<file path="src/sv/mpps_pkg.sv">
package mpps_pkg;

  localparam int NUM_ENTRIES = 8;
  localparam int MAX_CORES   = 4;
  localparam int TIME_BITS   = 16;
  localparam int IDX_BITS    = 3;
  localparam int CNT_BITS    = 4;

  localparam logic [2:0] POL_FCFS = 3'd0;
  localparam logic [2:0] POL_SJF  = 3'd1;
  localparam logic [2:0] POL_SRT  = 3'd2;
  localparam logic [2:0] POL_RR   = 3'd3;
  localparam logic [2:0] POL_PRIO = 3'd4;
  localparam logic [2:0] POL_EDF  = 3'd5;

  localparam logic [1:0] REG_POLICY = 2'd0;
  localparam logic [1:0] REG_CORES  = 2'd1;
  localparam logic [1:0] REG_SLICE  = 2'd2;
  localparam logic [1:0] REG_COUNT  = 2'd3;

  localparam logic REQ_LOAD = 1'b0;
  localparam logic REQ_TICK = 1'b1;

  typedef struct packed {
    logic        req_type;
    logic [2:0]  entry_index;
    logic [15:0] arrival_time;
    logic [15:0] run_length;
    logic [15:0] due_time;
    logic [7:0]  priority_level;
  } req_t;

  typedef struct packed {
    logic [7:0] running_mask;
    logic [7:0] started_mask;
    logic [7:0] finished_mask;
    logic       all_done;
  } rsp_t;

  typedef enum logic [3:0] {
    S_IDLE, S_TICK, S_FIN, S_CAND, S_RANK, S_WALK, S_MID, S_EXP, S_OUT
  } state_t;

  typedef struct packed {
    logic                load;
    logic                tick;
    logic                fin;
    logic                cand;
    logic                rank_step;
    logic                walk_step;
    logic                clr_jr;
    logic                exp_step;
    logic                publish;
    logic [IDX_BITS-1:0] idx;
    logic                pass;
  } cmd_t;

  typedef struct packed {
    logic [CNT_BITS-1:0] n;
    logic                two_pass;
    logic                out_free;
  } status_t;

endpackage

</file>
<file path="src/sv/multi_policy_process_scheduler.sv">
// Load beat: written into the entry tables straight from idle, no result.
// Tick beat: tick, finish and candidate states, the rank pass, the dispatch walk (twice in
// priority mode), a middle state and the slice walk over the n entries in use, one rank per
// cycle, then the output state; the next beat is taken in the cycle the result turns valid.
// Input stalls until the result is registered; a result may wait while the next beat is taken.
// Synchronous reset clears configuration to its defaults, time, flags and the output valid.
module multi_policy_process_scheduler import mpps_pkg::*; (
  input  logic        clk,
  input  logic        rst,
  input  logic        cfg_we,
  input  logic [1:0]  cfg_index,
  input  logic [15:0] cfg_data,
  input  logic        in_valid,
  output logic        in_stall,
  input  req_t        in_data,
  output logic        out_valid,
  input  logic        out_stall,
  output rsp_t        out_data
);

  cmd_t    cmd;
  status_t status;

  mpps_ctrl u_ctrl (
    .clk        (clk),
    .rst        (rst),
    .in_valid   (in_valid),
    .in_is_tick (in_data.req_type),
    .in_stall   (in_stall),
    .status     (status),
    .cmd        (cmd)
  );

  mpps_dp u_dp (
    .clk       (clk),
    .rst       (rst),
    .cfg_we    (cfg_we),
    .cfg_index (cfg_index),
    .cfg_data  (cfg_data),
    .in_data   (in_data),
    .cmd       (cmd),
    .status    (status),
    .out_valid (out_valid),
    .out_stall (out_stall),
    .out_data  (out_data)
  );

endmodule

</file>
<file path="src/sv/mpps_ctrl.sv">
module mpps_ctrl import mpps_pkg::*; (
  input  logic    clk,
  input  logic    rst,
  input  logic    in_valid,
  input  logic    in_is_tick,
  output logic    in_stall,
  input  status_t status,
  output cmd_t    cmd
);

  state_t              state, state_next;
  logic [CNT_BITS-1:0] cnt, cnt_next;
  logic                pass, pass_next;

  always_ff @(posedge clk) begin
    if (rst) begin
      state <= S_IDLE;
      cnt   <= '0;
      pass  <= 1'b0;
    end else begin
      state <= state_next;
      cnt   <= cnt_next;
      pass  <= pass_next;
    end
  end

  assign in_stall = (state != S_IDLE);

  always_comb begin
    state_next = state;
    cnt_next   = cnt;
    pass_next  = pass;
    cmd        = '0;
    cmd.idx    = cnt[IDX_BITS-1:0];
    cmd.pass   = pass;
    case (state)
      S_IDLE: begin
        if (in_valid) begin
          if (in_is_tick == REQ_TICK) state_next = S_TICK;
          else cmd.load = 1'b1;
        end
      end
      S_TICK: begin
        cmd.tick   = 1'b1;
        state_next = S_FIN;
      end
      S_FIN: begin
        cmd.fin    = 1'b1;
        state_next = S_CAND;
      end
      S_CAND: begin
        cmd.cand   = 1'b1;
        cnt_next   = '0;
        state_next = S_RANK;
      end
      S_RANK: begin
        if (cnt < status.n) begin
          cmd.rank_step = 1'b1;
          cnt_next      = cnt + 1'b1;
        end else begin
          cnt_next   = '0;
          pass_next  = 1'b0;
          state_next = S_WALK;
        end
      end
      S_WALK: begin
        if (cnt < status.n) begin
          cmd.walk_step = 1'b1;
          cnt_next      = cnt + 1'b1;
        end else if (status.two_pass && !pass) begin
          pass_next = 1'b1;
          cnt_next  = '0;
        end else begin
          state_next = S_MID;
        end
      end
      S_MID: begin
        cmd.clr_jr = 1'b1;
        cnt_next   = '0;
        state_next = S_EXP;
      end
      S_EXP: begin
        if (cnt < status.n) begin
          cmd.exp_step = 1'b1;
          cnt_next     = cnt + 1'b1;
        end else begin
          state_next = S_OUT;
        end
      end
      S_OUT: begin
        if (status.out_free) begin
          cmd.publish = 1'b1;
          state_next  = S_IDLE;
        end
      end
      default: state_next = S_IDLE;
    endcase
  end

endmodule

</file>
<file path="src/sv/mpps_dp.sv">
module mpps_dp import mpps_pkg::*; (
  input  logic        clk,
  input  logic        rst,
  input  logic        cfg_we,
  input  logic [1:0]  cfg_index,
  input  logic [15:0] cfg_data,
  input  req_t        in_data,
  input  cmd_t        cmd,
  output status_t     status,
  output logic        out_valid,
  input  logic        out_stall,
  output rsp_t        out_data
);

  localparam int E = NUM_ENTRIES;
  localparam int T = TIME_BITS;

  logic [2:0]  policy, cores_cfg;
  logic [15:0] slice_cfg;
  logic [3:0]  count_cfg;

  logic [T-1:0] now;
  logic [T-1:0] arr [E];
  logic [T-1:0] rem [E];
  logic [T-1:0] dl  [E];
  logic [7:0]   pri [E];
  logic [T-1:0] ss  [E];
  logic [E-1:0] run, done, jr, started, cand;
  logic [IDX_BITS-1:0] rank [E];
  logic [IDX_BITS-1:0] rot, rotl;
  logic [CNT_BITS-1:0] nrun;

  logic [CNT_BITS-1:0] n;
  logic [E-1:0]        nmask;
  logic [2:0]          cores;
  logic [15:0]         slice;
  logic [T-1:0]        key [E];
  logic [CNT_BITS-1:0] pos;
  logic [E-1:0]        sel;
  logic [T-1:0]        ksel, ssel, kj, vk;
  logic [E-1:0]        vsel;
  logic                vfound;
  logic                is_cand, jr_sel, can_run, do_disp, do_preempt;
  logic [E-1:0]        run_masked;
  logic [CNT_BITS-1:0] run_cnt;
  logic [CNT_BITS-1:0] p1;
  logic                expire;

  always_comb begin
    n = (count_cfg > CNT_BITS'(E)) ? CNT_BITS'(E) : count_cfg;
    for (int i = 0; i < E; i++) nmask[i] = (CNT_BITS'(i) < n);
    cores = (cores_cfg == 3'd0) ? 3'd1 :
            ((cores_cfg > 3'(MAX_CORES)) ? 3'(MAX_CORES) : cores_cfg);
    slice = (slice_cfg == 16'd0) ? 16'd1 : slice_cfg;
    for (int i = 0; i < E; i++) begin
      case (policy)
        POL_SJF, POL_SRT: key[i] = rem[i];
        POL_PRIO:         key[i] = T'(~pri[i]);
        POL_EDF:          key[i] = dl[i];
        default:          key[i] = arr[i];
      endcase
    end
    run_masked = run & nmask;
    run_cnt = '0;
    for (int i = 0; i < E; i++) run_cnt = run_cnt + CNT_BITS'(run_masked[i]);

    // walk position; round robin rotates from the latched pointer
    pos = {1'b0, cmd.idx};
    if (policy == POL_RR && cmd.walk_step) begin
      pos = {1'b0, rotl} + {1'b0, cmd.idx};
      if (pos >= n) pos = pos - n;
    end
    ksel = '0;
    ssel = '0;
    for (int i = 0; i < E; i++) begin
      sel[i] = nmask[i] && (rank[i] == pos[IDX_BITS-1:0]);
      if (sel[i]) begin
        ksel = ksel | key[i];
        ssel = ssel | ss[i];
      end
    end
    kj = key[cmd.idx];

    // victim: running entry with largest key, ties to higher index
    vfound = 1'b0;
    vk     = '0;
    vsel   = '0;
    for (int j = 0; j < E; j++) begin
      if (run_masked[j] && (!vfound || key[j] >= vk)) begin
        vfound = 1'b1;
        vk     = key[j];
        vsel   = '0;
        vsel[j] = 1'b1;
      end
    end

    is_cand = |(cand & sel);
    jr_sel  = |(jr & sel);
    can_run = (nrun < {1'b0, cores});
    do_disp = 1'b0;
    do_preempt = 1'b0;
    if (cmd.walk_step && is_cand) begin
      case (policy)
        POL_SRT, POL_EDF: begin
          if (can_run) do_disp = 1'b1;
          else if (vfound && ksel < vk) begin
            do_disp    = 1'b1;
            do_preempt = 1'b1;
          end
        end
        POL_PRIO: do_disp = can_run && (jr_sel == cmd.pass);
        default:  do_disp = can_run;
      endcase
    end

    p1 = {1'b0, cmd.idx} + 1'b1;
    expire = cmd.exp_step && (policy == POL_RR || policy == POL_PRIO) &&
             (|(run & sel)) && ((now - ssel) >= T'(slice));

    status.n        = n;
    status.two_pass = (policy == POL_PRIO);
    status.out_free = !out_valid;
  end

  always_ff @(posedge clk) begin
    if (rst) begin
      policy    <= POL_FCFS;
      cores_cfg <= 3'd1;
      slice_cfg <= 16'd5;
      count_cfg <= 4'd0;
      now       <= '0;
      run       <= '0;
      done      <= '0;
      jr        <= '0;
      started   <= '0;
      rot       <= '0;
      out_valid <= 1'b0;
    end else begin
      if (cfg_we) begin
        case (cfg_index)
          REG_POLICY: policy    <= cfg_data[2:0];
          REG_CORES:  cores_cfg <= cfg_data[2:0];
          REG_SLICE:  slice_cfg <= cfg_data;
          REG_COUNT:  count_cfg <= cfg_data[3:0];
          default: ;
        endcase
      end
      if (cmd.load) begin
        run[in_data.entry_index]  <= 1'b0;
        done[in_data.entry_index] <= 1'b0;
        jr[in_data.entry_index]   <= 1'b0;
      end
      if (cmd.tick) begin
        now     <= now + 1'b1;
        run     <= run & nmask;
        started <= '0;
      end
      if (cmd.fin) begin
        for (int i = 0; i < E; i++) begin
          if (nmask[i] && !done[i] && rem[i] == '0) begin
            done[i] <= 1'b1;
            run[i]  <= 1'b0;
          end
        end
      end
      if (do_disp) begin
        run     <= (run & ~(do_preempt ? vsel : '0)) | sel;
        started <= started | sel;
      end
      if (cmd.clr_jr && policy == POL_PRIO) jr <= '0;
      if (expire) begin
        run <= run & ~sel;
        if (policy == POL_PRIO) jr <= jr | sel;
        else rot <= (p1 >= n) ? '0 : p1[IDX_BITS-1:0];
      end
      if (cmd.publish) out_valid <= 1'b1;
      else if (out_valid && !out_stall) out_valid <= 1'b0;
    end
  end

  always_ff @(posedge clk) begin
    if (cmd.load) begin
      arr[in_data.entry_index] <= in_data.arrival_time;
      rem[in_data.entry_index] <= in_data.run_length;
      dl[in_data.entry_index]  <= in_data.due_time;
      pri[in_data.entry_index] <= in_data.priority_level;
      ss[in_data.entry_index]  <= '0;
    end
    if (cmd.tick) begin
      for (int i = 0; i < E; i++)
        if (run_masked[i] && rem[i] != '0) rem[i] <= rem[i] - 1'b1;
    end
    if (cmd.cand) begin
      for (int i = 0; i < E; i++) begin
        cand[i] <= nmask[i] && !done[i] && !run[i] && (arr[i] <= now);
        rank[i] <= '0;
      end
      nrun <= run_cnt;
      rotl <= ({1'b0, rot} < n) ? rot : '0;
    end
    // stable rank: count entries with smaller key, ties to lower index
    if (cmd.rank_step) begin
      for (int i = 0; i < E; i++)
        if (kj < key[i] || (kj == key[i] && cmd.idx < IDX_BITS'(i)))
          rank[i] <= rank[i] + 1'b1;
    end
    if (do_disp) begin
      for (int i = 0; i < E; i++) if (sel[i]) ss[i] <= now;
      if (!do_preempt) nrun <= nrun + 1'b1;
    end
    if (cmd.publish) begin
      out_data.running_mask  <= run & nmask;
      out_data.started_mask  <= started;
      out_data.finished_mask <= done & nmask;
      out_data.all_done      <= ((done & nmask) == nmask);
    end
  end

endmodule
</file>
<file path="config.mk">
export PLATFORM = sky130hd
export DESIGN_NAME = multi_policy_process_scheduler
export DESIGN_NICKNAME = d
export VERILOG_FILES = /design/src/sv/mpps_pkg.sv /design/src/sv/multi_policy_process_scheduler.sv /design/src/sv/mpps_ctrl.sv /design/src/sv/mpps_dp.sv
export SDC_FILE = /design/constraint.sdc
export NUM_CORES = 2
export LEC_CHECK = 0
export ABC_AREA = 1
export BUFFER_PORTS_ARGS = -buffer_cell sky130_fd_sc_hd__buf_2
export CAP_MARGIN = 10
export CORE_MARGIN = 5
export CORE_UTILIZATION = 40
export DETAILED_ROUTE_END_ITERATION = 10
export PLACE_DENSITY = 0.53
export SLEW_MARGIN = 30
export SYNTH_ARGS = -nofsm -noshare
export SYNTH_HDL_FRONTEND = slang
export SYNTH_SLANG_ARGS = --single-unit
</file>
<file path="constraint.sdc">
create_clock -name clk -period 31 [get_ports clk]
set_input_delay 3.1 -clock clk [delete_from_list [all_inputs] [get_ports clk]]
set_output_delay 3.1 -clock clk [all_outputs]
set_load 0.01 [all_outputs]
</file>
==> results.txt <==
The number of warnings issued by yosys came out at 0. Counting the buffers created by CTS gives 85. The class of the worst hold path is flip-flop to flip-flop. The analysis attributes to cell leakage a power of 20.7 nW. The worst setup path is captured at a flip-flop. Dividing the detail-routed wire length by the instance count gives 27.9 um. The global-route usage over all layers came out at 30.3%. The largest net degree at the start of global routing came out at 75.

The number of buffers between clock root and the deepest sink is 3. The completed layout was analyzed and its total power is 3.22 mW. The top cell type's share of synthesized area is 42.0%. The final cell count without fillers is 6799. The vias after detailed routing is 40.0k. By count the netlist is led by nand2_1 (944), edfxtp_1 (636), inv_1 (582). STA puts the critical path data arrival time at 20.37 ns. The kind of launch point of the worst setup path is a flip-flop. The area used by multi-input combinational logic is 0.0218 mm^2. The number of distinct library cells after synthesis is 64. The global-route wire length before repair came out at 266 mm. The core region is 0.113 mm^2.

After routing, the total negative slack on setup checks comes to 0 ns. The floorplan row count is 123. The final worst clock skew came out at 0.0473 ns. The layout cell share with drive strength beyond 1 is 7.98%. The clock tree root driver cell is clkbuf_16.

The critical path required time is 31.28 ns. The count of unresolved DRC violations after routing is 0. The instance area at placement came out at 0.0481 mm^2. The routability-driven placement congestion ratio came out at 1.03. CTS built an H-tree with a depth of 3. The power density of the placed cells came out at 63.2 mW/mm^2. The most instantiated flip-flop cell in the synthesis netlist is edfxtp_1. Once the clock tree was built, the setup fixing pass inserted 0 buffers. After layout, the minimum clock period comes to 20.10 ns. The proportion of register bits with asynchronous set or reset after synthesis came out at 0%. The post-synthesis instance area came out at 0.0455 mm^2. For the pin with the worst max-slew slack, the measured transition is 1.11 ns. The number of slew-limit violations in the final report is 0.

In this design, the largest share of critical-path delay is due to simple AND/OR/NAND/NOR gates. The TritonCTS clock tree is built. Counting every net in the synthesized netlist gives 5655. The horizontal die dimension came out at 347 um. The quantity of hold-fixing buffers added after cts is 0.

The worst-case hold slack came out at 0.435 ns. The worst-case vdd ir drop is 0.0459 mV. The largest single stage delay on the critical path is 0.72 ns.

Derived from the worst setup path, the maximum achievable clock frequency is 0.0498 GHz. The mean cell area of the mapped netlist came out at 8.91 um^2. The die covers 0.121 mm^2.

The combined flip-flop and latch cell area is 0.0209 mm^2. The most numerous cell type found on the critical path is nand2_1. The first TritonRoute pass finished after 6 iterations.

The tool flagged a number of max-cap violations equal to 0. The post-route fraction of the period consumed by the critical path is 64.8%. After clock tree synthesis, the clock-pin slew on the worst setup and hold paths is 0.06 ns.

The final count of hold timing violations was 0. The total detailed-routing wirelength came out at 190 mm. In the synthesized netlist, the number of instances is 5107. The count of state elements after synthesis is 727. The TritonCTS sink count came out at 727. The count of routing violations after the opening detailed-route iteration is 5269. Gates resized during post-CTS repair numbered 0.

Setup repair after global routing left no endpoint under its margin. Summed over all instances, the cell type with the most area after synthesis is edfxtp_1. In this run the tightest slew margin relative to its limit is 26.3%.

The sum of overflow across all layers after global routing came out at 0. The share of the Yosys chip area taken by registers is 46.0%. Clock latency on the worst-skew pair, taken at its later pin, is 0.69 ns.

Yosys instantiated no cell more often than nand2_1. The cell count after placement came out at 6631. The count of final setup violators is 0. The run finished with clean final reports.

The half-perimeter wire length after placement came out at 147 mm. The growth of design area from synthesis to finish is 11.9%. The overall die height is 347 um. The number of fillers in the final layout is 11.0k. Ranked by total cell area, the synthesized netlist is headed by edfxtp_1 (42%), ha_1 (13%), nand2_1 (7.8%).

Together, buffers and inverters on the worst path number 8. The count of flip-flops with a built-in enable after synthesis came out at 636. The via count normalized by instance count came out at 5.89. The count of buffers inserted at the top-level ports came out at 109.

The count of nets left with antenna violations once routing finished came out at 0. In this run the worst path has a maximum fanout of 74. The critical path is of the flip-flop to flip-flop type. The via count of the first global-routing pass came out at 36.8k. The post-layout instance area is 0.0509 mm^2. The number of antenna violations at the first check in global routing is 16. The post-layout net count came out at 5768. The initial core utilization came out at 40.3%.

The number of I/O pins came out at 110. The critical path's slowest cell is buf_4.
[registers in the layout, summed over array words and instances (netlist names), 4 cells and up]
name,flops
u_dp.started,8
u_dp.nrun,4
u_dp.now,16
u_dp.done,8
u_ctrl.cnt,4
u_dp.run,8
u_dp.cand,8
u_ctrl.state,4
u_dp.slice_cfg,16
u_dp.jr,8
u_dp.dl,128
u_dp.ss,128
u_dp.rank,24
u_dp.arr,128
u_dp.rem,128
u_dp.out_data,25
u_dp.count_cfg,4
u_dp.pri,64
[area by class of cell]
class | count | share of cell area [%]
multi-input combinational | 3601 | 42.9
sequential | 727 | 41.1
clock buffer | 108 | 4.49
inverter | 606 | 4.47
tap | 1500 | 3.69
timing repair buffer | 199 | 2.43
clock inverter | 48 | 0.902
antenna | 10 | 0.0492
[layer usage]
metal  wire length (um)  track usage [%]  up-vias
li1                   -                -    18300
met2              81500             45.6     2006
met1              82100             42.9    19400
met4               8080             11.8        6
met5                 35                0        -
met3              18300             6.37      322
[cell families (layout without fill, tap and decap cells)]
group | Yosys count | after routing | synth area share [%]
XOR/XNOR | 105 | 105 | 2.02
adder cells (fa/ha/maj) | 465 | 465 | 12.9
flip-flops | 727 | 727 | 46.0
buffers and inverters | 779 | 961 | 6.52
AO/OA/AOI/OAI | 1225 | 1225 | 16.1
other | 0 | 10 | 0
AND/OR/NAND/NOR | 1806 | 1806 | 16.5
[cell usage in the layout (no fill, tap or decap), types with 60 or more instances in the layout]
cell / netlist / routed
nor2_1: 473 / 460
inv_1: 582 / 581
nor3_1: 87 / 86
nand4_1: 63 / 63
ha_1: 458 / 458
clkbuf_16: 0 / 87
buf_4: 1 / 87
edfxtp_1: 636 / 636
buf_2: 12 / 111
a221oi_1: 105 / 105
nand2_1: 944 / 937
nand3_1: 146 / 146
dfxtp_1: 91 / 91
o221ai_1: 60 / 60
a21oi_1: 398 / 398
xor2_1: 74 / 74
o21ai_0: 452 / 449
[path summary, 6_finish.rpt]
check	startpoint	to	slack, ns	cells past startpoint
worst min-delay path	u_dp.started[4]	u_dp.out_data[13]	0.43	0
worst max-delay path	u_dp.policy[1]	u_dp.ss[1][8]	10.90	86
worst min register to register	u_dp.started[4]	u_dp.out_data[13]	0.43	0
worst max register to register	u_dp.policy[1]	u_dp.ss[1][8]	10.90	86
[metrics by stage]
stage          worst slack [ns]  utilization (%)
2_1_floorplan             16.89                -
3_3_place_gp               9.52             42.6
3_5_place_dp               9.63             42.6
4_1_cts                    9.56             45.1
5_1_grt                    9.46             45.1
6_report                  10.90             45.1
[report_power, final]
part	internal, mW	switching (mW)
clock	0.574	0.432
combinational	0.353	0.735
sequential	1.10	0.0263
No activity file was read; power rests on OpenSTA's default activity.
